<file path="src/rtl/emr_pkg.sv">
// Types, register indexes and saturation helper for the envelope mixer.
// No dependencies; used by every module of the block.
`timescale 1ns / 1ps

package emr_pkg;

   localparam int Q15_SHIFT = 15;
   localparam logic signed [15:0] SAT_MAX = 16'sh7FFF;
   localparam logic signed [15:0] SAT_MIN = 16'sh8000;

   typedef enum logic [7:0] {
      REG_DRY_GAIN     = 8'd0,
      REG_WET_GAIN     = 8'd1,
      REG_START_LEFT   = 8'd2,
      REG_START_RIGHT  = 8'd3,
      REG_TARGET_LEFT  = 8'd4,
      REG_TARGET_RIGHT = 8'd5,
      REG_RATE_LEFT    = 8'd6,
      REG_RATE_RIGHT   = 8'd7
   } emr_reg_type;

   typedef struct packed {
      logic signed [15:0] dry_gain;
      logic signed [15:0] wet_gain;
      logic signed [15:0] start_left;
      logic signed [15:0] start_right;
      logic signed [15:0] target_left;
      logic signed [15:0] target_right;
      logic signed [15:0] rate_left;
      logic signed [15:0] rate_right;
   } emr_csr_type;

   // One classified sample as it travels from the front end to the back end.
   typedef struct packed {
      logic signed [15:0] sample;
      logic signed [15:0] dry_left;
      logic signed [15:0] dry_right;
      logic signed [15:0] wet_left;
      logic signed [15:0] wet_right;
      logic               aux;
      logic               last;
      logic signed [15:0] mix_vol_left;
      logic signed [15:0] mix_vol_right;
      logic signed [15:0] new_vol_left;
      logic signed [15:0] new_vol_right;
   } emr_item_type;

   typedef struct packed {
      logic signed [15:0] dry_left;
      logic signed [15:0] dry_right;
      logic signed [15:0] wet_left;
      logic signed [15:0] wet_right;
      logic signed [15:0] volume_left;
      logic signed [15:0] volume_right;
      logic               end_of_buffer;
   } emr_result_type;

   function automatic logic signed [15:0] sat16(input logic signed [18:0] v);
      logic signed [15:0] r;
      if (v > 19'(SAT_MAX)) begin
         r = SAT_MAX;
      end else if (v < 19'(SAT_MIN)) begin
         r = SAT_MIN;
      end else begin
         r = v[15:0];
      end
      return r;
   endfunction

endpackage

</file>
<file path="src/rtl/emr_queue.sv">
// Small FIFO that decouples the front end from the mixing back end.
// Depends on emr_pkg for the item type.
`timescale 1ns / 1ps

module emr_queue #(
   parameter int DEPTH = 4
) (
   input  logic                  clock,
   input  logic                  reset,
   input  logic                  wr_en,
   input  emr_pkg::emr_item_type wr_data,
   output logic                  full,
   input  logic                  rd_en,
   output emr_pkg::emr_item_type rd_data,
   output logic                  empty
);
   import emr_pkg::*;

   localparam int PTR_W = (DEPTH > 1) ? $clog2(DEPTH) : 1;
   localparam int CNT_W = $clog2(DEPTH + 1);

   emr_item_type       slots_ff [DEPTH];
   logic [PTR_W-1:0]   wr_ptr_ff;
   logic [PTR_W-1:0]   rd_ptr_ff;
   logic [CNT_W-1:0]   count_ff;
   logic               do_wr;
   logic               do_rd;

   assign full    = (count_ff == CNT_W'(DEPTH));
   assign empty   = (count_ff == '0);
   assign do_wr   = wr_en && !full;
   assign do_rd   = rd_en && !empty;
   assign rd_data = slots_ff[rd_ptr_ff];

   always_ff @(posedge clock) begin
      if (do_wr) begin
         slots_ff[wr_ptr_ff] <= wr_data;
      end
   end

   always_ff @(posedge clock) begin
      if (reset) begin
         wr_ptr_ff <= '0;
         rd_ptr_ff <= '0;
         count_ff  <= '0;
      end else begin
         if (do_wr) begin
            wr_ptr_ff <= (wr_ptr_ff == PTR_W'(DEPTH - 1)) ? '0 : wr_ptr_ff + 1'b1;
         end
         if (do_rd) begin
            rd_ptr_ff <= (rd_ptr_ff == PTR_W'(DEPTH - 1)) ? '0 : rd_ptr_ff + 1'b1;
         end
         if (do_wr && !do_rd) begin
            count_ff <= count_ff + 1'b1;
         end else if (do_rd && !do_wr) begin
            count_ff <= count_ff - 1'b1;
         end
      end
   end

endmodule

</file>
<file path="config.mk">
export PLATFORM = sky130hd
export DESIGN_NAME = emr_queue
export DESIGN_NICKNAME = d
export VERILOG_FILES = /design/src/rtl/emr_pkg.sv /design/src/rtl/emr_queue.sv
export SDC_FILE = /design/constraint.sdc
export NUM_CORES = 1
export LEC_CHECK = 0
export CAP_MARGIN = 20
export CORE_MARGIN = 2
export CORE_UTILIZATION = 40
export CTS_CLUSTER_DIAMETER = 60
export DETAILED_ROUTE_END_ITERATION = 12
export DONT_BUFFER_PORTS = 1
export PLACE_DENSITY = 0.52
export SYNTH_ARGS = -nofsm -noshare
export SYNTH_HDL_FRONTEND = slang
export SYNTH_SLANG_ARGS = --single-unit
</file>
<file path="constraint.sdc">
create_clock -name clock -period 14 [get_ports clock]
set_input_delay 2.1 -clock clock [delete_from_list [all_inputs] [get_ports clock]]
set_output_delay 2.1 -clock clock [all_outputs]
set_load 0.01 [all_outputs]
</file>
==> impl_metrics.json <==
{
  "overflow": 0,
  "hp-class": "flop to flop",
  "slowest_stage": "buf_4",
  "insertion_delay_ns": 0.59,
  "netlist_area_sq_um": 21500,
  "endpoint_kind": "primary output",
  "post-route-util_pct": 45.7,
  "via_per_inst": 5.37,
  "dr.pass1.iters": 5,
  "power_mw": 4.44,
  "fin_tns_setup_ns": 0,
  "die_h_microns": 236,
  "start_kind": "flop",
  "drive_above_1_share_pct": 27.3,
  "ys_types": 24,
  "grt_pass1_wl_microns": 61000,
  "synth_seq_cells": 593,
  "gp_congestion": 0.756,
  "nFillCells": 4231,
  "cp_cell_sequence": "buf_4 -> buf_4 -> mux4_2",
  "fin_nets": 1009,
  "pin_count": 298,
  "vias": 8505,
  "max_stage_delay_ns": 0.76,
  "maxCapViolations": 0,
  "grtUsageTotal_pct": 14.7,
  "p_leak_nw": 7.32,
  "critPathMostFrequentCell": "buf_4",
  "core_area_sq_um": 52900,
  "hold_viol": 0,
  "htree_levels": 2,
  "required_ns": 11.90,
  "cts_buffer_depth": 3,
  "synth_warnings": 0,
  "max_slew_margin_pct": 29.0,
  "setup_viol": 0,
  "routed_wl_microns": 40900,
  "synth_fp_nets": 969,
  "tightest_slew_ns": 1.07,
  "holdWs_ns": 0.514,
  "crit_type": "flop to primary output",
  "maxSlewViolCount": 0,
  "diodes": 0,
  "cts-root-buf": "clkbuf_16",
  "fin_crit_ns": 5.53,
  "drtAntennaViolNets": 0,
  "irDropWorstVdd_mv": 0.107,
  "worst-path-max-fanout": 44,
  "post_cts.repair.setup_buffers": 0,
  "antenna_found_initial": 0,
  "syn_to_final_growth_pct": 12.3,
  "synth.avg_cell_area_sq_um": 26.5,
  "cts_resized": 0,
  "cts_made_buffers": 59,
  "die_area_sq_um": 55600,
  "fin_skew_ns": 0.0120,
  "path_clk_slew_ns": 0.06,
  "rsz0062_at_grt": "no",
  "wl_per_cell_microns": 25.9,
  "powerDensity_nw_per_um2": 184,
  "status": "finished clean",
  "cts_sinks": 593,
  "critPathTopFamily": "buffers and inverters",
  "postLayoutSetupSlackWorst_ns": 8.47,
  "drt_iter0_drc": 525,
  "dp_slack_ns": 8.95,
  "rows": 84,
  "path_buf_inv": 2,
  "start_util_pct": 40.7,
  "cts_tree": "done",
  "layout_commonest_cell": "edfxtp_1",
  "finalCritPeriodShare_pct": 39.5,
  "synthCells": 812,
  "io_buffer_count": 0,
  "fmax_ghz": 0.181,
  "grt_max_degree": 69,
  "die_w_microns": 236,
  "hpwl_microns": 25200,
  "grt_pass1_vias": 9330,
  "drc_errors": 0,
  "holdBufCountCts": 0,
  "yosysSeqAreaShare_pct": 82.4,
  "crit_arrival_ns": 3.43,
  "final_cell_mix": "edfxtp_1 (584), mux4_2 (146), clkbuf_16 (61), clkinv_1 (16), buf_4 (13)"
}
==> power by group <==
group	internal, mW	switching, mW	leakage, nW	total (mW)
Sequential	2.15	0.0598	5.43	2.21
Combinational	0.294	0.422	0.981	0.716
Clock	0.898	0.617	0.912	1.51
==> layer usage <==
metal / share of wire (%) / global-route usage [%]
met5: 0 / 0
met2: 50 / 24.3
met4: 2.5 / 4.83
met1: 37 / 17.3
met3: 9.8 / 6.21
==> metrics by stage <==
step / instances / area, sq um
floorplan: 812 / 21500
global placement: 1479 / 22300
detailed placement: 1479 / 22300
CTS: 1583 / 24100
global route: 1583 / 24100
finish: 1583 / 24100
==> synthesized netlist by cell type (all sizes together) <==
cell | instances | share of area (%)
clkbuf | 3 | 0.052
xor2 | 2 | 0.081
o31ai | 2 | 0.093
fa | 1 | 0.093
nand3 | 2 | 0.047
nor2 | 4 | 0.070
ha | 6 | 0.35
inv | 4 | 0.070
or3b | 1 | 0.041
nor3 | 2 | 0.047
mux4 | 146 | 15
edfxtp | 584 | 82
nand2 | 1 | 0.017
a21oi | 3 | 0.070
and3 | 4 | 0.12
mux2i | 2 | 0.093
or3 | 2 | 0.058
buf | 31 | 0.97
o21ai | 2 | 0.047
clkinv | 1 | 0.023
dfxtp | 9 | 0.84
==> flip-flops by register name, indices dropped and copies added (netlist names), named ones only <==
signal and flops:
rd_ptr_ff 2, wr_ptr_ff 2, slots_ff 584, count_ff 3
==> worst reg2reg max path, stage by stage, from the launching register on <==
cell and delay, ns:
dfxtp_1 0.46, or3b_1 0.30, and3_4 0.63, buf_4 0.72, buf_4 0.78
==> final timing paths <==
kind,to,start,depth (start not counted),slack (ns)
worst min-delay path,flop,rd_ptr_ff[0]$_SDFFE_PP0P_,2,0.51
worst max-delay path,rd_data[128],flop,3,8.47
worst max register to register,slots_ff[2][139]$_DFFE_PP_,count_ff[0]$_SDFFE_PP0P_,4,10.60
worst min register to register,flop,rd_ptr_ff[0]$_SDFFE_PP0P_,2,0.51
==> logic make-up after synthesis <==
family,synth area share (%)
simple gates,0.396
xor+xnor,0.0815
mux,15.4
flops,82.4
compound gates,0.209
fa+ha+maj,0.442
buf+inv,1.11
==> final cells by class <==
type                       instances  area [sq um]  share of cell area [%]
clock buffer                      72          1570                    6.49
clock inverter                    32           303                    1.25
inverter                           5          20.0                  0.0829
multi-input combinational        180          3570                    14.8
sequential                       593         17700                    73.4
tap                              688           861                    3.57
timing repair buffer              13          97.6                   0.404
(Power assumes the default switching activity.)
