## src/rtl/emr_pkg.sv

```systemverilog
// Types, register indexes and saturation helper for the envelope mixer.
// No dependencies; used by every module of the block.
`timescale 1ns / 1ps

package emr_pkg;

   localparam int Q15_SHIFT = 15;
   localparam logic signed [15:0] SAT_MAX = 16'sh7FFF;
   localparam logic signed [15:0] SAT_MIN = 16'sh8000;

   typedef enum logic [7:0] {
      REG_DRY_GAIN     = 8'd0,
      REG_WET_GAIN     = 8'd1,
      REG_START_LEFT   = 8'd2,
      REG_START_RIGHT  = 8'd3,
      REG_TARGET_LEFT  = 8'd4,
      REG_TARGET_RIGHT = 8'd5,
      REG_RATE_LEFT    = 8'd6,
      REG_RATE_RIGHT   = 8'd7
   } emr_reg_type;

   typedef struct packed {
      logic signed [15:0] dry_gain;
      logic signed [15:0] wet_gain;
      logic signed [15:0] start_left;
      logic signed [15:0] start_right;
      logic signed [15:0] target_left;
      logic signed [15:0] target_right;
      logic signed [15:0] rate_left;
      logic signed [15:0] rate_right;
   } emr_csr_type;

   // One classified sample as it travels from the front end to the back end.
   typedef struct packed {
      logic signed [15:0] sample;
      logic signed [15:0] dry_left;
      logic signed [15:0] dry_right;
      logic signed [15:0] wet_left;
      logic signed [15:0] wet_right;
      logic               aux;
      logic               last;
      logic signed [15:0] mix_vol_left;
      logic signed [15:0] mix_vol_right;
      logic signed [15:0] new_vol_left;
      logic signed [15:0] new_vol_right;
   } emr_item_type;

   typedef struct packed {
      logic signed [15:0] dry_left;
      logic signed [15:0] dry_right;
      logic signed [15:0] wet_left;
      logic signed [15:0] wet_right;
      logic signed [15:0] volume_left;
      logic signed [15:0] volume_right;
      logic               end_of_buffer;
   } emr_result_type;

   function automatic logic signed [15:0] sat16(input logic signed [18:0] v);
      logic signed [15:0] r;
      if (v > 19'(SAT_MAX)) begin
         r = SAT_MAX;
      end else if (v < 19'(SAT_MIN)) begin
         r = SAT_MIN;
      end else begin
         r = v[15:0];
      end
      return r;
   endfunction

endpackage

```

## src/rtl/emr_csr.sv

```systemverilog
// Configuration register file of the envelope mixer.
// Depends on emr_pkg for the register indexes and the register struct.
`timescale 1ns / 1ps

module emr_csr (
   input  logic                clock,
   input  logic                reset,
   input  logic                valid,
   output logic                ready,
   input  logic [7:0]          csr_index,
   input  logic [15:0]         csr_data,
   output emr_pkg::emr_csr_type regs
);
   import emr_pkg::*;

   emr_csr_type regs_ff;
   emr_csr_type regs_in;

   assign ready = 1'b1;
   assign regs  = regs_ff;

   always_comb begin
      regs_in = regs_ff;
      if (valid) begin
         unique case (csr_index)
            REG_DRY_GAIN:     regs_in.dry_gain     = csr_data;
            REG_WET_GAIN:     regs_in.wet_gain     = csr_data;
            REG_START_LEFT:   regs_in.start_left   = csr_data;
            REG_START_RIGHT:  regs_in.start_right  = csr_data;
            REG_TARGET_LEFT:  regs_in.target_left  = csr_data;
            REG_TARGET_RIGHT: regs_in.target_right = csr_data;
            REG_RATE_LEFT:    regs_in.rate_left    = csr_data;
            REG_RATE_RIGHT:   regs_in.rate_right   = csr_data;
            default:          regs_in = regs_ff;
         endcase
      end
   end

   always_ff @(posedge clock) begin
      if (reset) begin
         regs_ff <= '0;
      end else begin
         regs_ff <= regs_in;
      end
   end

endmodule

```

## config.mk

```make
export PLATFORM = sky130hd
export DESIGN_NAME = emr_csr
export DESIGN_NICKNAME = d
export VERILOG_FILES = /design/src/rtl/emr_pkg.sv /design/src/rtl/emr_csr.sv
export SDC_FILE = /design/constraint.sdc
export NUM_CORES = 1
export LEC_CHECK = 0
export BUFFER_PORTS_ARGS = -buffer_cell sky130_fd_sc_hd__buf_2
export CAP_MARGIN = 25
export CORE_UTILIZATION = 40
export DETAILED_ROUTE_END_ITERATION = 7
export PLACE_DENSITY = 0.67
export SLEW_MARGIN = 20
export SYNTH_ARGS = -nofsm -noshare
export SYNTH_HDL_FRONTEND = slang
export SYNTH_SLANG_ARGS = --single-unit
```

## constraint.sdc

```tcl
create_clock -name clock -period 3.04 [get_ports clock]
set_clock_uncertainty 0.1 [all_clocks]
set_input_delay 0.608 -clock clock [delete_from_list [all_inputs] [get_ports clock]]
set_output_delay 0.608 -clock clock [all_outputs]
set_load 0.005 [all_outputs]
```

==> flow_summary_export.csv <==
group,metric,value,unit
finish,num-fill-cells,1106,
finish,antennaDiodeCount,0,
yosys,synth_cell_types,18,
drt,via_count,3636,
grt,grt_pass1_vias,3657,
place,gp_congestion,0.752,
drt,wl_met1,5970,µm
pwr,switching_power,0.000805,W
run,drv_cap,0,
cts,cts_tree,"done",
worst_setup_path,timing.rr.start,"regs[121]$_SDFFE_PP0P_",
grt,antenna_found_initial,0,
hold_path,min_from,"regs[10]$_SDFFE_PP0P_",
drt,dr.first_iter.drc_count,155,
timing,fin_crit,1.77,ns
place,dp_hpwl,8770,µm
drt,firstDrtPassIters,4,
worst_setup_path,r2r_slack,2.29,ns
timing,max_freq,0.566,GHz
cts,clkTransAtPathRegs,0.05,ns
timing,tns,0,ns
worst_setup_path,endpoint,"regs[117]$_SDFFE_PP0P_",
timing,rsz0062_at_grt,"false",
worst_setup_path,cp.arrival,1.92,ns
grt,grt_max_degree,63,
timing,setup_viol_count_final,0,
cts,htreeDepth,4,
drt,vias_per_cell,4.64,
drt,wl_per_cell,16.4,µm
yosys,synth.avg_cell_area,11.2,µm²
timing,slew_headroom,57.2,%
yosys,synth_top_area_share,50.2,%
drt,final_antenna_net_count,0,
timing,finalCritPeriodShare,58.1,%
finish,layout-drive-gt1-share,33.3,%
finish,syn2layout_area_growth,29.2,%
yosys,synth_nets,485,
cts,clk_path_buf_depth,2,
floorplan,die_area,13200,µm²
finish,final_area,6600,µm²
floorplan,fp.dieH,115,µm
timing,maxSlewViolCount,0,
yosys,yosys_most_used_dff,"dfxtp_1",
grt,grt.overflow.total,0,
floorplan,die_w,115,µm
yosys,synthArstFlopShare,0,%
yosys,synth_warnings,0,
hold_path,min_path_cells,2,
floorplan,fp-row-count,40,
worst_setup_path,crit_fanout,62,
yosys,synth_common_cells,"nand2b_1 (144), dfxtp_1 (128), mux2i_1 (128), clkbuf_1 (23), buf_1 (9)",
hold_path,hold_class,"register to register",
worst_setup_path,rr_endpoint,"regs[121]$_SDFFE_PP0P_",
worst_setup_path,cp.required,3.19,ns
pwr,p_comb_share,3.3,%
pwr,seqPwrFrac,42.3,%
cts,post_cts_buffers,0,
floorplan,io_pins,156,
drt,route.detailed.drc,0,
cts,clockRootBuffer,"clkbuf_16",
cts,cts.sinks,128,
pwr,clock_power_share,54.4,%
finish,multi_input_area,2330,µm²
grt,grt_pass1_wl,19800,µm
cts,cts-resized-gates,0,
floorplan,start_util,41.8,%
finish,largest_reg_flops,128,
worst_setup_path,setup.worst_path.start_class,"input port",
drt,route.met2.wl,6030,µm
pwr,switching_share,20.3,%
yosys,synthCells,458,
drt,maxUsedRoutingLayer,"met4",
yosys,yosys-top-cells-area,"dfxtp_1 (50%), mux2i_1 (25%), nand2b_1 (18%)",
floorplan,fp.coreArea,12200,µm²
run_status,status,"finished, final reports clean",
yosys,ys_seq_area_share,50.2,%
worst_setup_path,r2r_cells,2,
worst_setup_path,startpoint,"reset",
grt,grt.total_usage,20.2,%
pwr,power_density,602,nW/µm²
yosys,synth_edf_count,0,
yosys,synth-seq-cells,128,
pwr,ir_drop,0.306,mV
cts,cts_buffers,17,
cts,clock_latency,0.40,ns
yosys,syn_area,5110,µm²
finish,ff_latch_area,2560,µm²
timing,finalHoldViolations,0,
cts,holdBufCountCts,0,
pwr,p_int,0.00317,W
worst_setup_path,path_class,"input port to register",
drt,wl,12900,µm
finish,finalNetCount,629,
drt,wl_met3,718,µm
yosys,yosysMostFrequentCell,"nand2b_1",
pwr,power_leakage,3.63,nW
place,portBuffers,154,
timing,worst_pin_slew,0.643,ns
worst_setup_path,end_kind,"register",
yosys,yosys.area.top_type,"dfxtp_1",
place,post_dp_cell_area,5970,µm²
-- logic make-up after synthesis --
family / after synthesis / share of synthesized area, %
multiplexers: 128 / 25.1
buffers and inverters: 42 / 4.29
AND/OR/NAND/NOR: 159 / 20.4
flip-flops: 128 / 50.2
other: 1 / 0.0734
-- per-stage QoR --
stage               hold slack [ns]  utilization [%]  setup WS [ns]  std cells  total power [W]
floorplan                     0.365                -          0.969        458          0.00180
detailed placement            0.362             48.9          0.840        751          0.00185
CTS                           0.373             54.0           1.25        783          0.00401
global placement              0.356             48.9          0.894        751          0.00185
finish                        0.372             54.0           1.27        783          0.00397
global route                  0.392             54.0           1.12        783          0.00410
-- cell usage in the layout, fill, tap and decap left out, types with 2 or more instances in the layout --
| cell type | netlist | layout |
|---|---|---|
| buf_2 | 1 | 154 |
| buf_4 | 2 | 13 |
| bufinv_16 | 0 | 4 |
| clkbuf_1 | 23 | 2 |
| clkbuf_16 | 0 | 17 |
| clkbuf_8 | 0 | 3 |
| clkinv_2 | 0 | 3 |
| clkinvlp_4 | 0 | 3 |
| dfxtp_1 | 128 | 128 |
| mux2i_1 | 128 | 128 |
| nand2b_1 | 144 | 144 |
| nand3_2 | 5 | 5 |
| nand4_2 | 2 | 2 |
| nor2b_1 | 2 | 2 |
-- routing by layer --
metal	GRT usage, %	up-vias
met5	0	-
met3	5.85	13
met4	7.01	0
met2	32.7	99
met1	25.7	1734
li1	-	1790
-- worst min-delay path by stage --
stage,endpoint,slack (ns)
finish,regs[10]$_SDFFE_PP0P_,0.37
global route,regs[65]$_SDFFE_PP0P_,0.39
CTS,regs[32]$_SDFFE_PP0P_,0.37
detailed placement,regs[103]$_SDFFE_PP0P_,0.36
global placement,regs[105]$_SDFFE_PP0P_,0.36
floorplan,regs[100]$_SDFFE_PP0P_,0.36
-- power groups by stage --
stage	clock network [W]	registers (W)	logic, W
after floorplan	0	0.00172	0.0000830
after global placement	0	0.00172	0.000131
after detailed placement	0	0.00172	0.000131
after CTS	0.00220	0.00168	0.000132
after global routing	0.00228	0.00168	0.000140
final	0.00216	0.00168	0.000130
-- area by class of cell --
class                           count  share of cell area (%)
Clock buffer                       22                    7.19
Clock inverter                     10                    2.39
Multi-Input combinational cell    288                    35.2
Sequential cell                   128                    38.8
Tap cell                          168                    3.19
Timing Repair Buffer              167                    13.2
-- critical path, stage by stage --
cell and delay [ns]:
buf_2 0.50, buf_4 0.52, nand2b_1 0.17, mux2i_1 0.07
Power figures use the tool's default switching activity.
