--- src/rtl/emr_pkg.sv ---
// Types, register indexes and saturation helper for the envelope mixer.
// No dependencies; used by every module of the block.
`timescale 1ns / 1ps

package emr_pkg;

   localparam int Q15_SHIFT = 15;
   localparam logic signed [15:0] SAT_MAX = 16'sh7FFF;
   localparam logic signed [15:0] SAT_MIN = 16'sh8000;

   typedef enum logic [7:0] {
      REG_DRY_GAIN     = 8'd0,
      REG_WET_GAIN     = 8'd1,
      REG_START_LEFT   = 8'd2,
      REG_START_RIGHT  = 8'd3,
      REG_TARGET_LEFT  = 8'd4,
      REG_TARGET_RIGHT = 8'd5,
      REG_RATE_LEFT    = 8'd6,
      REG_RATE_RIGHT   = 8'd7
   } emr_reg_type;

   typedef struct packed {
      logic signed [15:0] dry_gain;
      logic signed [15:0] wet_gain;
      logic signed [15:0] start_left;
      logic signed [15:0] start_right;
      logic signed [15:0] target_left;
      logic signed [15:0] target_right;
      logic signed [15:0] rate_left;
      logic signed [15:0] rate_right;
   } emr_csr_type;

   // One classified sample as it travels from the front end to the back end.
   typedef struct packed {
      logic signed [15:0] sample;
      logic signed [15:0] dry_left;
      logic signed [15:0] dry_right;
      logic signed [15:0] wet_left;
      logic signed [15:0] wet_right;
      logic               aux;
      logic               last;
      logic signed [15:0] mix_vol_left;
      logic signed [15:0] mix_vol_right;
      logic signed [15:0] new_vol_left;
      logic signed [15:0] new_vol_right;
   } emr_item_type;

   typedef struct packed {
      logic signed [15:0] dry_left;
      logic signed [15:0] dry_right;
      logic signed [15:0] wet_left;
      logic signed [15:0] wet_right;
      logic signed [15:0] volume_left;
      logic signed [15:0] volume_right;
      logic               end_of_buffer;
   } emr_result_type;

   function automatic logic signed [15:0] sat16(input logic signed [18:0] v);
      logic signed [15:0] r;
      if (v > 19'(SAT_MAX)) begin
         r = SAT_MAX;
      end else if (v < 19'(SAT_MIN)) begin
         r = SAT_MIN;
      end else begin
         r = v[15:0];
      end
      return r;
   endfunction

endpackage

--- src/rtl/emr_back.sv ---
// Back end: volume scaling, gain multiply, saturating mix (wet side only with aux) and result register.
// Depends on emr_pkg; drains items from emr_queue.
`timescale 1ns / 1ps

module emr_back (
   input  logic                    clock,
   input  logic                    reset,
   input  emr_pkg::emr_csr_type    regs,
   input  logic                    q_empty,
   input  emr_pkg::emr_item_type   q_data,
   output logic                    q_pop,
   output logic                    empty,
   input  logic                    pop,
   output emr_pkg::emr_result_type rsp
);
   import emr_pkg::*;

   typedef enum logic [1:0] {ST_IDLE, ST_SCALE, ST_GAIN, ST_SUM} state_type;

   state_type          state_ff,     state_in;
   emr_item_type       item_ff,      item_in;
   logic signed [16:0] scaled_l_ff,  scaled_l_in;
   logic signed [16:0] scaled_r_ff,  scaled_r_in;
   logic signed [17:0] dl_p_ff,      dl_p_in;
   logic signed [17:0] dr_p_ff,      dr_p_in;
   logic signed [17:0] wl_p_ff,      wl_p_in;
   logic signed [17:0] wr_p_ff,      wr_p_in;
   logic               rsp_valid_ff, rsp_valid_in;
   emr_result_type     rsp_ff,       rsp_in;

   logic signed [31:0] prod_l;
   logic signed [31:0] prod_r;
   logic signed [32:0] dl_full;
   logic signed [32:0] dr_full;
   logic signed [32:0] wl_full;
   logic signed [32:0] wr_full;
   logic signed [18:0] dl_sum;
   logic signed [18:0] dr_sum;
   logic signed [18:0] wl_sum;
   logic signed [18:0] wr_sum;
   logic               out_beat;

   assign empty    = !rsp_valid_ff;
   assign rsp      = rsp_ff;
   assign out_beat = pop && rsp_valid_ff;
   assign q_pop    = (state_ff == ST_IDLE) && !q_empty;

   // Part-selects of the upper product bits keep floor rounding for negative products.
   assign prod_l  = 32'(item_ff.sample) * 32'(item_ff.mix_vol_left);
   assign prod_r  = 32'(item_ff.sample) * 32'(item_ff.mix_vol_right);
   assign dl_full = 33'(scaled_l_ff) * 33'(regs.dry_gain);
   assign dr_full = 33'(scaled_r_ff) * 33'(regs.dry_gain);
   assign wl_full = 33'(scaled_l_ff) * 33'(regs.wet_gain);
   assign wr_full = 33'(scaled_r_ff) * 33'(regs.wet_gain);
   assign dl_sum  = 19'(item_ff.dry_left)  + 19'(dl_p_ff);
   assign dr_sum  = 19'(item_ff.dry_right) + 19'(dr_p_ff);
   assign wl_sum  = 19'(item_ff.wet_left)  + 19'(wl_p_ff);
   assign wr_sum  = 19'(item_ff.wet_right) + 19'(wr_p_ff);

   always_comb begin
      state_in     = state_ff;
      item_in      = item_ff;
      scaled_l_in  = scaled_l_ff;
      scaled_r_in  = scaled_r_ff;
      dl_p_in      = dl_p_ff;
      dr_p_in      = dr_p_ff;
      wl_p_in      = wl_p_ff;
      wr_p_in      = wr_p_ff;
      rsp_in       = rsp_ff;
      rsp_valid_in = rsp_valid_ff && !out_beat;
      unique case (state_ff)
         ST_IDLE: begin
            if (!q_empty) begin
               item_in  = q_data;
               state_in = ST_SCALE;
            end
         end
         ST_SCALE: begin
            scaled_l_in = prod_l[31:Q15_SHIFT];
            scaled_r_in = prod_r[31:Q15_SHIFT];
            state_in    = ST_GAIN;
         end
         ST_GAIN: begin
            dl_p_in  = dl_full[32:Q15_SHIFT];
            dr_p_in  = dr_full[32:Q15_SHIFT];
            wl_p_in  = wl_full[32:Q15_SHIFT];
            wr_p_in  = wr_full[32:Q15_SHIFT];
            state_in = ST_SUM;
         end
         ST_SUM: begin
            // Wait here while the previous result has not been taken.
            if (!rsp_valid_ff || out_beat) begin
               rsp_in.dry_left      = sat16(dl_sum);
               rsp_in.dry_right     = sat16(dr_sum);
               rsp_in.wet_left      = item_ff.aux ? sat16(wl_sum) : item_ff.wet_left;
               rsp_in.wet_right     = item_ff.aux ? sat16(wr_sum) : item_ff.wet_right;
               rsp_in.volume_left   = item_ff.new_vol_left;
               rsp_in.volume_right  = item_ff.new_vol_right;
               rsp_in.end_of_buffer = item_ff.last;
               rsp_valid_in         = 1'b1;
               state_in             = ST_IDLE;
            end
         end
         default: state_in = ST_IDLE;
      endcase
   end

   always_ff @(posedge clock) begin
      if (reset) begin
         state_ff     <= ST_IDLE;
         rsp_valid_ff <= 1'b0;
      end else begin
         state_ff     <= state_in;
         rsp_valid_ff <= rsp_valid_in;
      end
      item_ff     <= item_in;
      scaled_l_ff <= scaled_l_in;
      scaled_r_ff <= scaled_r_in;
      dl_p_ff     <= dl_p_in;
      dr_p_ff     <= dr_p_in;
      wl_p_ff     <= wl_p_in;
      wr_p_ff     <= wr_p_in;
      rsp_ff      <= rsp_in;
   end

endmodule

--- config.mk ---
export PLATFORM = sky130hd
export DESIGN_NAME = emr_back
export DESIGN_NICKNAME = d
export VERILOG_FILES = /design/src/rtl/emr_pkg.sv /design/src/rtl/emr_back.sv
export SDC_FILE = /design/constraint.sdc
export NUM_CORES = 2
export LEC_CHECK = 0
export BUFFER_PORTS_ARGS = -buffer_cell sky130_fd_sc_hd__buf_2
export CAP_MARGIN = 20
export CORE_MARGIN = 2
export CORE_UTILIZATION = 59
export DETAILED_ROUTE_END_ITERATION = 12
export PLACE_DENSITY = 0.8
export SLEW_MARGIN = 10
export SYNTH_ARGS = -nofsm -noshare
export SYNTH_HDL_FRONTEND = slang
export SYNTH_SLANG_ARGS = --single-unit
--- constraint.sdc ---
create_clock -name clock -period 7.8 [get_ports clock]
set_input_delay 0.78 -clock clock [delete_from_list [all_inputs] [get_ports clock]]
set_output_delay 0.78 -clock clock [all_outputs]
set_load 0.03 [all_outputs]
==> results by stage <==
CTS:
- The maximum number of buffers from clock root to sink is 3.
- The clock insertion delay at the later pin of the skew report is between 600 and 700 ps.
- The H-tree was split into 2 levels.
- Buffers inserted during clock tree synthesis total 45.
- Clock tree synthesis selected as its root buffer the cell sky130_fd_sc_hd__clkbuf_16.
- TritonCTS built the clock tree.
- After clock tree synthesis, the clock-pin slew on the worst setup and hold paths is around 60 ps.
- Counting every sink on the clock net gives about 350.

Worst setup path:
- The worst reg2reg path depth is 19.
- The startpoint of the lowest-slack register-to-register path is scaled_l_ff[15].
- The largest fanout of any net on the critical path is 14.
- At the worst endpoint, the required time is 8180 ps.
- For flop-to-flop paths, the worst setup slack is 330 ps.
- The critical path class is reg -> reg.
- The kind of start point of the critical path is a flop.
- The data arrival time of the critical path is slightly below 8000 ps.
- The end of the worst register-to-register path is wl_p_ff[17].
- The critical path endpoint category is a flop.

Min path:
- The tightest min-delay check is of the in -> reg type.
- In this run the most critical hold path is launched from q_data[20].
- The endpoint of the worst hold-timing path is item_ff[20].
- The hold path depth is 1.

Timing:
- For the pin with the worst max-slew slack, the measured transition is between 1000 and 1500 ps.
- The max-slew headroom at the worst pin is roughly 29%.
- On the final layout, the worst clock skew is about 34 ps.
- Setup repair after global routing left no endpoint under its margin.
- The count of final max-slew check failures came to 0.
- The achievable clock frequency is ~130 MHz.
- The post-route worst hold slack is between 200 and 300 ps.
- The count of final hold-check violations is 0.
- In the finished design, the share of the clock period the worst path needs comes to between 90% and 100%.
- The final number of setup-violating endpoints is 0.
- Subtracting the final worst setup slack from the clock period gives between 7000 and 8000 ps.

Floorplanning:
- The floorplan step defined a die boundary enclosing 126,000 um2.
- The placeable core region is 122,000 um2.
- 377 I/O pins were placed.
- The floorplan step set the die width to around 350 um.
- From bottom edge to top edge, the die measures between 300 and 400 um.
- The initial core utilization is ~60%.
- The number of cell rows is approximately 130.

Logic synthesis:
- For this run, the number of Yosys warnings is 0.
- For this run, the register share of the synthesized area comes to approximately 15%.
- The most used flip-flop cell after synthesis is sky130_fd_sc_hd__edfxtp_1.
- Synthesis instantiated 78 different standard cells from the library.
- The count of flip-flops with a built-in enable after synthesis is approximately 350.
- In this run the cell area of the synthesized design comes to ~73,000 um2.
- Synthesis handed over a netlist of about 7,200 instances.
- When the netlist entered floorplanning its net count stood at just under 10,000.
- Dividing the synthesized area by the synthesized cell count gives approximately 10 um2.
- The number of register bits inferred by synthesis is approximately 350.
- The fraction of synthesis flops using an asynchronous set or reset pin is 0%.

Route:
- After detailed routing, the number of remaining DRC violations is 0.
- The routed length per placed instance is 18.40 um.
- The pre-antenna-repair detailed-routing pass consisted of 7 iterations.
- The routed layout has around 50,000 vias.
- The initial detailed-routing violation count is 3,320.
- After detailed routing, the number of vias per cell comes to approximately 5.5.
- The final layout contains routed wiring with a total length of 167,700 um.
- The number of nets with antenna violations after routing is 0.

Finish:
- The area growth from synthesis to layout is 7.317%.
- Counting the fill cells in the layout gives about 9,500.
- In the final layout, the share of cells above drive strength 1 is around 7.5%.
- The top cell types in the final layout, fill and taps aside, are sky130_fd_sc_hd__inv_1 (1,799), sky130_fd_sc_hd__fa_1 (1,626), sky130_fd_sc_hd__nand2_1 (791).
- The most frequent standard cell in the layout excluding fill and tap cells is sky130_fd_sc_hd__inv_1.
- In the final design database the tool counted around 9,900 nets.
- The final core utilization is between 60% and 70%.
- The final cell count without fillers is 9,117.

Place:
- The detailed placement HPWL is approximately 130,000 um.
- The global placement routability congestion is approximately 0.90.
- The quantity of I/O buffers inserted on ports is 280.
- Including well taps, the total number of placed cells is 9,019.

Global route:
- The initial antenna violation count is 11.
- Entering global routing, the biggest net connects 101 pins.
- The total routing resource utilization after global routing is between 20% and 30%.
- The total overflow left after global routing is 0.
- The number of global-route vias before repair is 55,390.
- The first global-routing pass estimated roughly 280,000 um of wire.

Run status:
- The flow ran to the end, and the final reports show no timing, DRC or antenna violations.

Flow run:
- The max-cap check violation count is 0.
==> flip-flops by register name (all words and copies together), names as in the netlist <==
| register | count |
|---|---|
| item_ff | 146 |
| rsp_valid_ff | 1 |
| rsp | 97 |
| wl_p_ff | 18 |
| state_ff | 2 |
| scaled_r_ff | 17 |
| wr_p_ff | 18 |
| dl_p_ff | 18 |
| scaled_l_ff | 17 |
| dr_p_ff | 18 |
==> worst max-delay path by stage <==
stage,start,end,slack [ps],depth (start not counted)
floorplan,regs[119],dl_p_ff[16],1010,22
global placement,regs[97],wl_p_ff[17],-20,21
detailed placement,regs[97],wl_p_ff[17],-150,21
CTS,scaled_l_ff[12],wl_p_ff[17],330,20
global route,item_ff[50],scaled_l_ff[16],20,21
finish,scaled_l_ff[15],wl_p_ff[17],330,19
==> cells by family after synthesis <==
kind of cell / after synthesis / share of synthesized area, %
AO/OA/AOI/OAI: 485 / 4.554
XOR/XNOR: 205 / 2.471
adder cells (fa/ha/maj): 2185 / 54.42
buffers and inverters: 2094 / 10.85
flip-flops: 352 / 14.50
multiplexers: 1 / 0.01377
AND/OR/NAND/NOR: 1925 / 13.19
==> synth_stat cells (all sizes together), types with 11 or more instances <==
master  number  share of area, %
o21a        36              0.37
inv       1799               9.3
nor2       176              0.91
xnor2      152               1.8
nand3       44              0.31
nand2      795               4.1
o211ai      11              0.11
nor2b       21              0.18
ha         559               9.6
buf         11             0.088
and3        11             0.095
a31oi       17              0.15
edfxtp     349                14
a211oi      23              0.24
nand4       16              0.14
fa        1626                45
nand2b      33              0.28
o21bai      17              0.18
o21ai       93              0.64
xor2        53              0.64
a221o       18              0.25
and2       759               6.5
a21oi      123              0.91
nor3        32              0.24
a21o        74              0.76
clkbuf     281               1.5
==> layer usage <==
metal  global-route usage (%)  part of all wire, %  vias up
li1                         -                    -    21950
met3                    4.667                  7.5      428
met2                    48.07                   50     1889
met4                    10.28                  4.1        8
met5                        0                0.035        -
met1                    35.01                   38    25700
==> worst max-delay path, stage by stage (launching register included) <==
cell                       delay [ps]
sky130_fd_sc_hd__edfxtp_1         910
sky130_fd_sc_hd__buf_4            370
sky130_fd_sc_hd__nand2_1          110
sky130_fd_sc_hd__fa_1             540
sky130_fd_sc_hd__fa_1             520
sky130_fd_sc_hd__fa_1             520
sky130_fd_sc_hd__inv_1             60
sky130_fd_sc_hd__fa_1             510
sky130_fd_sc_hd__fa_1             500
sky130_fd_sc_hd__inv_1             50
sky130_fd_sc_hd__fa_1             470
sky130_fd_sc_hd__inv_1             40
sky130_fd_sc_hd__ha_1             300
sky130_fd_sc_hd__nand3_1          170
sky130_fd_sc_hd__a211oi_1         780
sky130_fd_sc_hd__o21ai_0          390
sky130_fd_sc_hd__a311oi_1         470
sky130_fd_sc_hd__o21ai_0          170
sky130_fd_sc_hd__a21oi_1          200
sky130_fd_sc_hd__xnor2_1          100
==> stage by stage <==
step	setup WS [ps]	instance area, um2	setup TNS (ps)
final	328.5	77990	0
after global routing	21.61	77990	0
after CTS	330.5	77850	0
after detailed placement	-148.8	76360	-246.8
after global placement	-17.02	76360	-33.38
after floorplan	1009	72670	0
==> area by class of cell <==
class	instances	area, um2	share of cell area (%)
tap	1625	2033	2.607
timing repair buffer	452	2868	3.677
inverter	1802	6764	8.673
clock buffer	53	1166	1.495
multi-input combinational	4801	54280	69.59
sequential	352	10540	13.51
clock inverter	27	329.1	0.4219
antenna	5	12.51	0.01604
==> what timing repair did <==
action / CTS / global route
endpoints found under the setup margin: 0 / 3
buffers inserted: 0 / 12
resized for setup: 0 / 0
hold buffers: 0 / 0
Power is left out: the tool's default activity adds up to more than one toggle a clock period on the data nets, which glitch-free logic cannot reach.
