==> config.mk <==
export PLATFORM = sky130hd
export DESIGN_NAME = emr_front
export DESIGN_NICKNAME = d
export VERILOG_FILES = /design/src/rtl/emr_pkg.sv /design/src/rtl/emr_front.sv
export SDC_FILE = /design/constraint.sdc
export NUM_CORES = 1
export LEC_CHECK = 0
export ABC_AREA = 1
export BUFFER_PORTS_ARGS = -buffer_cell sky130_fd_sc_hd__buf_2
export CORE_AREA = 2 2 142 144
export CTS_CLUSTER_SIZE = 16
export DETAILED_ROUTE_END_ITERATION = 7
export DIE_AREA = 0 0 144 146
export GPL_TIMING_DRIVEN = 0
export HOLD_SLACK_MARGIN = 0.08
export PLACE_DENSITY = 0.69
export RECOVER_POWER = 25
export SETUP_SLACK_MARGIN = 0.02
export SLEW_MARGIN = 20
export SYNTH_ARGS = -nofsm -noshare
export SYNTH_HDL_FRONTEND = slang
export SYNTH_SLANG_ARGS = --single-unit
==> constraint.sdc <==
create_clock -name clock -period 7.6 [get_ports clock]
set_input_delay 1.52 -clock clock [delete_from_list [all_inputs] [get_ports clock]]
set_output_delay 1.52 -clock clock [all_outputs]
set_load 0.01 [all_outputs]
==> src/rtl/emr_pkg.sv <==
// Types, register indexes and saturation helper for the envelope mixer.
// No dependencies; used by every module of the block.
`timescale 1ns / 1ps

package emr_pkg;

   localparam int Q15_SHIFT = 15;
   localparam logic signed [15:0] SAT_MAX = 16'sh7FFF;
   localparam logic signed [15:0] SAT_MIN = 16'sh8000;

   typedef enum logic [7:0] {
      REG_DRY_GAIN     = 8'd0,
      REG_WET_GAIN     = 8'd1,
      REG_START_LEFT   = 8'd2,
      REG_START_RIGHT  = 8'd3,
      REG_TARGET_LEFT  = 8'd4,
      REG_TARGET_RIGHT = 8'd5,
      REG_RATE_LEFT    = 8'd6,
      REG_RATE_RIGHT   = 8'd7
   } emr_reg_type;

   typedef struct packed {
      logic signed [15:0] dry_gain;
      logic signed [15:0] wet_gain;
      logic signed [15:0] start_left;
      logic signed [15:0] start_right;
      logic signed [15:0] target_left;
      logic signed [15:0] target_right;
      logic signed [15:0] rate_left;
      logic signed [15:0] rate_right;
   } emr_csr_type;

   // One classified sample as it travels from the front end to the back end.
   typedef struct packed {
      logic signed [15:0] sample;
      logic signed [15:0] dry_left;
      logic signed [15:0] dry_right;
      logic signed [15:0] wet_left;
      logic signed [15:0] wet_right;
      logic               aux;
      logic               last;
      logic signed [15:0] mix_vol_left;
      logic signed [15:0] mix_vol_right;
      logic signed [15:0] new_vol_left;
      logic signed [15:0] new_vol_right;
   } emr_item_type;

   typedef struct packed {
      logic signed [15:0] dry_left;
      logic signed [15:0] dry_right;
      logic signed [15:0] wet_left;
      logic signed [15:0] wet_right;
      logic signed [15:0] volume_left;
      logic signed [15:0] volume_right;
      logic               end_of_buffer;
   } emr_result_type;

   function automatic logic signed [15:0] sat16(input logic signed [18:0] v);
      logic signed [15:0] r;
      if (v > 19'(SAT_MAX)) begin
         r = SAT_MAX;
      end else if (v < 19'(SAT_MIN)) begin
         r = SAT_MIN;
      end else begin
         r = v[15:0];
      end
      return r;
   endfunction

endpackage

==> src/rtl/emr_front.sv <==
// Front end: accepts samples, applies restart and steps the volume ramps.
// Depends on emr_pkg; feeds classified items into emr_queue.
`timescale 1ns / 1ps

module emr_front (
   input  logic                  clock,
   input  logic                  reset,
   input  logic                  push,
   input  logic signed [15:0]    req_sample,
   input  logic signed [15:0]    req_dry_left_in,
   input  logic signed [15:0]    req_dry_right_in,
   input  logic signed [15:0]    req_wet_left_in,
   input  logic signed [15:0]    req_wet_right_in,
   input  logic                  req_restart,
   input  logic                  req_aux,
   input  logic                  req_last,
   input  emr_pkg::emr_csr_type  regs,
   input  logic                  q_full,
   output logic                  q_push,
   output emr_pkg::emr_item_type q_data
);
   import emr_pkg::*;

   logic signed [15:0] vol_left_ff;
   logic signed [15:0] vol_right_ff;
   logic signed [15:0] mix_left;
   logic signed [15:0] mix_right;
   logic signed [15:0] next_left;
   logic signed [15:0] next_right;

   // A step stops at the target from either side and never overshoots it.
   function automatic logic signed [15:0] ramp(
      input logic signed [15:0] vol,
      input logic signed [15:0] rate,
      input logic signed [15:0] target
   );
      logic signed [16:0] v;
      logic signed [16:0] t;
      logic signed [15:0] r;
      v = 17'(vol) + 17'(rate);
      t = 17'(target);
      if (rate == 16'sd0) begin
         r = vol;
      end else begin
         if (!rate[15]) begin
            if (v > t) v = t;
         end else begin
            if (v < t) v = t;
         end
         r = sat16(19'(v));
      end
      return r;
   endfunction

   assign q_push     = push && !q_full;
   assign mix_left   = req_restart ? regs.start_left  : vol_left_ff;
   assign mix_right  = req_restart ? regs.start_right : vol_right_ff;
   assign next_left  = ramp(mix_left,  regs.rate_left,  regs.target_left);
   assign next_right = ramp(mix_right, regs.rate_right, regs.target_right);

   always_comb begin
      q_data.sample        = req_sample;
      q_data.dry_left      = req_dry_left_in;
      q_data.dry_right     = req_dry_right_in;
      q_data.wet_left      = req_wet_left_in;
      q_data.wet_right     = req_wet_right_in;
      q_data.aux           = req_aux;
      q_data.last          = req_last;
      q_data.mix_vol_left  = mix_left;
      q_data.mix_vol_right = mix_right;
      q_data.new_vol_left  = next_left;
      q_data.new_vol_right = next_right;
   end

   always_ff @(posedge clock) begin
      if (reset) begin
         vol_left_ff  <= '0;
         vol_right_ff <= '0;
      end else if (q_push) begin
         vol_left_ff  <= next_left;
         vol_right_ff <= next_right;
      end
   end

endmodule

==> flow_results.xml <==
<?xml version="1.0" encoding="UTF-8"?>
<metrics>
  <group name="outcome">
    <metric name="status" unit="">completed</metric>
  </group>
  <group name="yosys">
    <metric name="synth_edf_count" unit="">0</metric>
    <metric name="post_synth_inst_count" unit="">1221</metric>
    <metric name="ys_seq_elements" unit="">32</metric>
    <metric name="yosysUniqueCellTypes" unit="">34</metric>
    <metric name="netlist_top_cells_area" unit="">sky130_fd_sc_hd__nand2_1, sky130_fd_sc_hd__ha_1, sky130_fd_sc_hd__inv_1, sky130_fd_sc_hd__dfxtp_1, sky130_fd_sc_hd__buf_4</metric>
    <metric name="asyncSetResetFlopFracSynth" unit="%">0</metric>
    <metric name="yosysTopAreaCellShare" unit="%">22.9</metric>
    <metric name="largest_family_of_logic_cells_by_synthesized_area" unit="">simple AND/OR/NAND/NOR gates</metric>
    <metric name="library_cell_occupying_the_most_area_in_the_post_synthesis_netlist" unit="">sky130_fd_sc_hd__nand2_1</metric>
    <metric name="synth_sequential_area_ratio" unit="%">9.35</metric>
    <metric name="synth_fp_nets" unit="">1504</metric>
    <metric name="post_synth.cell_area_avg" unit="µm²">5.61</metric>
    <metric name="yosys_warnings" unit="">0</metric>
    <metric name="yosys-mux-area-fraction" unit="%">0</metric>
    <metric name="synth_ff_type" unit="">sky130_fd_sc_hd__dfxtp_1</metric>
    <metric name="synth_simple_gate_area_share" unit="%">37.9</metric>
    <metric name="syn-cell-area" unit="µm²">6850</metric>
    <metric name="fraction_of_the_mapped_netlist_area_in_compound_gates" unit="%">14.0</metric>
    <metric name="synth_fa_ha_area_share" unit="%">12.6</metric>
    <metric name="yosys.area_share.xor_xnor" unit="%">2.43</metric>
  </group>
  <group name="sta">
    <metric name="maxSlewViolCount" unit="">0</metric>
    <metric name="worst_pin_slew" unit="ns">0.601</metric>
    <metric name="slew-limit-headroom" unit="%">59.9</metric>
    <metric name="max_freq" unit="MHz">138</metric>
    <metric name="period_utilisation_layout" unit="%">95.5</metric>
    <metric name="final.min_clock_period" unit="ns">7.26</metric>
    <metric name="number_of_setup_violations_in_the_final_report" unit="">0</metric>
    <metric name="timing.final.hold_violations" unit="">0</metric>
    <metric name="clock_skew" unit="ns">0.00381</metric>
  </group>
  <group name="clocking">
    <metric name="insertion_delay" unit="ns">0.27</metric>
    <metric name="cts.sinks" unit="">32</metric>
    <metric name="cts-htree-levels" unit="">2</metric>
    <metric name="cts_tree" unit="">built</metric>
    <metric name="cts_buffers" unit="">5</metric>
    <metric name="cts_root_buffer" unit="">sky130_fd_sc_hd__clkbuf_16</metric>
    <metric name="path_clk_slew" unit="ns">0.05</metric>
    <metric name="cts_buffer_depth" unit="">2</metric>
    <metric name="post_cts_hold_buffer_count" unit="">0</metric>
  </group>
  <group name="floorplanning">
    <metric name="core.rowCount" unit="">51</metric>
    <metric name="start_util" unit="%">35.4</metric>
    <metric name="die-width" unit="µm">144</metric>
    <metric name="boundaryPins" unit="">362</metric>
    <metric name="core_region_area" unit="µm²">19300</metric>
    <metric name="floorplan.die_area" unit="µm²">21000</metric>
    <metric name="die_h" unit="µm">146</metric>
  </group>
  <group name="place">
    <metric name="final_hpwl_from_detailed_placement" unit="µm">20300</metric>
    <metric name="numPortBuffers" unit="">246</metric>
    <metric name="dp_cells" unit="">1732</metric>
    <metric name="globalplace.congestion" unit="">0.917</metric>
  </group>
  <group name="min_path">
    <metric name="type_of_the_worst_min_delay_path" unit="">flip-flop to flip-flop</metric>
    <metric name="hold_start" unit="">vol_right_ff[2]</metric>
  </group>
  <group name="global_routing">
    <metric name="grt_pass1_vias" unit="">7546</metric>
    <metric name="grt_first_pass_wirelength" unit="µm">36500</metric>
    <metric name="number_of_antenna_violations_at_the_first_check_in_global_routing" unit="">0</metric>
    <metric name="grt_max_degree" unit="">11</metric>
    <metric name="globalRouteOverflowTotal" unit="">0</metric>
    <metric name="globalRouteTotalUtil" unit="%">21.4</metric>
  </group>
  <group name="layout">
    <metric name="multiInputGateArea" unit="µm²">4780</metric>
    <metric name="layout_commonest_cell" unit="">sky130_fd_sc_hd__nand2_1</metric>
    <metric name="layout.nets" unit="">1763</metric>
    <metric name="antenna_cells_inserted" unit="">0</metric>
    <metric name="layout_common_cells" unit="">sky130_fd_sc_hd__nand2_1, sky130_fd_sc_hd__inv_1, sky130_fd_sc_hd__buf_2</metric>
    <metric name="sequential_cell_area" unit="µm²">641</metric>
    <metric name="post_layout_nonfiller_instances" unit="">1746</metric>
    <metric name="drive_above_1_share" unit="%">26.4</metric>
    <metric name="layout-area-overhead-vs-synth" unit="%">28.3</metric>
    <metric name="fillers" unit="">2145</metric>
  </group>
  <group name="drt">
    <metric name="detail_route.vias_per_cell" unit="">4.71</metric>
    <metric name="vias" unit="">8229</metric>
    <metric name="drt_first_pass_iters" unit="">5</metric>
    <metric name="detail_route.wl_per_cell" unit="µm">13.6</metric>
    <metric name="drt_iter0_drc" unit="">410</metric>
    <metric name="ant_nets" unit="">0</metric>
    <metric name="routed_wl" unit="µm">23700</metric>
    <metric name="drc_violation_count_after_routing" unit="">0</metric>
  </group>
  <group name="power_and_ir_drop">
    <metric name="fin_total_pwr" unit="W">0.00183</metric>
    <metric name="pd_cells" unit="nW/µm²">208</metric>
    <metric name="p_leak" unit="nW">5.35</metric>
    <metric name="max-vdd-ir-drop" unit="mV">0.0892</metric>
  </group>
  <group name="critical_path">
    <metric name="timing.critical_path.required" unit="ns">6.08</metric>
    <metric name="regToRegStartpoint" unit="">vol_right_ff[0]</metric>
    <metric name="critical_path.startpoint_type" unit="">primary input</metric>
    <metric name="critical_path_buf_inv_count" unit="">8</metric>
    <metric name="setup.worst_path.class" unit="">primary input to primary output</metric>
    <metric name="critPathMaxStageDelay" unit="ns">0.36</metric>
    <metric name="timing.critical_path.mode_cell" unit="">sky130_fd_sc_hd__nand2_1</metric>
    <metric name="timing.critical_path.to_type" unit="">primary output</metric>
    <metric name="crit_slowest_cell" unit="">sky130_fd_sc_hd__fa_2</metric>
    <metric name="path_delay_family" unit="">simple AND/OR/NAND/NOR gates</metric>
    <metric name="setup.worst_path.start" unit="">req_restart</metric>
    <metric name="arrival" unit="ns">5.74</metric>
    <metric name="timing.critical_path.fanout_max" unit="">10</metric>
  </group>
  <group name="job">
    <metric name="cap_violations" unit="">0</metric>
  </group>
</metrics>
==> registers in the layout, summed over array words and instances (netlist names) <==
register and flops:
vol_right_ff 16, vol_left_ff 16
==> layout make-up <==
| class | instances | share of cell area (%) |
|---|---|---|
| timing repair buffer | 252 | 13.9 |
| buffer | 123 | 9.80 |
| multi-input combinational | 849 | 54.3 |
| tap | 265 | 3.77 |
| inverter | 217 | 9.29 |
| sequential | 32 | 7.28 |
| clock buffer | 8 | 1.66 |
==> path summary, 6_finish.rpt <==
path / depth (start not counted) / endpoint / slack [ns]
max reg2reg: 31 / vol_right_ff[7] / 3.36
min: 2 / vol_right_ff[2] / 0.54
min reg2reg: 2 / vol_right_ff[2] / 0.54
max: 35 / q_data[8] / 0.34
==> per-stage QoR <==
step / setup TNS, ns / cell area [µm²] / worst slack, ns / hold WS (ns) / util, %
after CTS: 0 / 8600 / 0.0411 / 0.539 / 44.5
after detailed placement: -13.51 / 8420 / -0.522 / 0.523 / 43.5
after global placement: -11.70 / 8420 / -0.458 / 0.515 / 43.5
after global routing: -0.0210 / 8800 / -0.0124 / 0.559 / 45.5
final: 0 / 8800 / 0.340 / 0.540 / 45.5
after floorplan: 0 / 6850 / 0.526 / 0.499 / -
==> synth_stat cells, types with 2 or more instances <==
cell	count
sky130_fd_sc_hd__nand3_2	8
sky130_fd_sc_hd__buf_4	82
sky130_fd_sc_hd__nor4_1	8
sky130_fd_sc_hd__and2_1	5
sky130_fd_sc_hd__nand2_1	418
sky130_fd_sc_hd__inv_2	2
sky130_fd_sc_hd__o211ai_1	17
sky130_fd_sc_hd__xor2_1	9
sky130_fd_sc_hd__a21oi_2	10
sky130_fd_sc_hd__dfxtp_1	32
sky130_fd_sc_hd__o21bai_1	5
sky130_fd_sc_hd__nand3_4	4
sky130_fd_sc_hd__or2_2	5
sky130_fd_sc_hd__nor3_1	5
sky130_fd_sc_hd__buf_2	9
sky130_fd_sc_hd__xnor2_1	10
sky130_fd_sc_hd__a21o_1	9
sky130_fd_sc_hd__o21ai_0	71
sky130_fd_sc_hd__nand2_2	3
sky130_fd_sc_hd__nand4_1	29
sky130_fd_sc_hd__a21oi_1	55
sky130_fd_sc_hd__nor2_1	34
sky130_fd_sc_hd__inv_1	215
sky130_fd_sc_hd__o21ai_1	2
sky130_fd_sc_hd__ha_1	66
sky130_fd_sc_hd__clkbuf_1	27
sky130_fd_sc_hd__buf_6	4
sky130_fd_sc_hd__nand3_1	65
sky130_fd_sc_hd__fa_1	2
sky130_fd_sc_hd__nor2_2	2
sky130_fd_sc_hd__nand2_4	5
==> worst min-delay path, delay by kind of cell (launching register included) <==
family          cells  cell delay (ns)
compound gates      2             0.19
flops               1             0.30
==> cells by family after synthesis <==
family | Yosys count
AOI/OAI and AO/OA | 169
xor gates and xnor gates | 19
adders and majority gates | 68
buffers and inverters | 340
DFF | 32
and+or+nand+nor | 593
==> per-layer routing <==
| layer | wire (µm) | vias up | track usage, % |
|---|---|---|---|
| met1 | 9930 | 3604 | 26.9 |
| met3 | 1600 | 26 | 1.94 |
| met4 | 374 | 0 | 4.66 |
| li1 | - | 4285 | - |
| met2 | 11800 | 314 | 39.2 |
| met5 | 0 | - | 0 |
==> what timing repair did <==
| item | CTS | global route |
|---|---|---|
| pin swaps | 1 | 8 |
| cloned | 0 | 0 |
| endpoints found under the setup margin | 32 | 31 |
| setup buffers | 1 | 5 |
| gates resized for setup | 15 | 87 |
==> power breakdown <==
part | total, W | switching [W] | internal [W]
Combinational | 0.00144 | 0.000906 | 0.000533
Clock | 0.000200 | 0.0000696 | 0.000131
Sequential | 0.000194 | 0.00000829 | 0.000186
Total | 0.00183 | 0.000984 | 0.000849
Note: power is estimated with default switching activity, not from simulation.
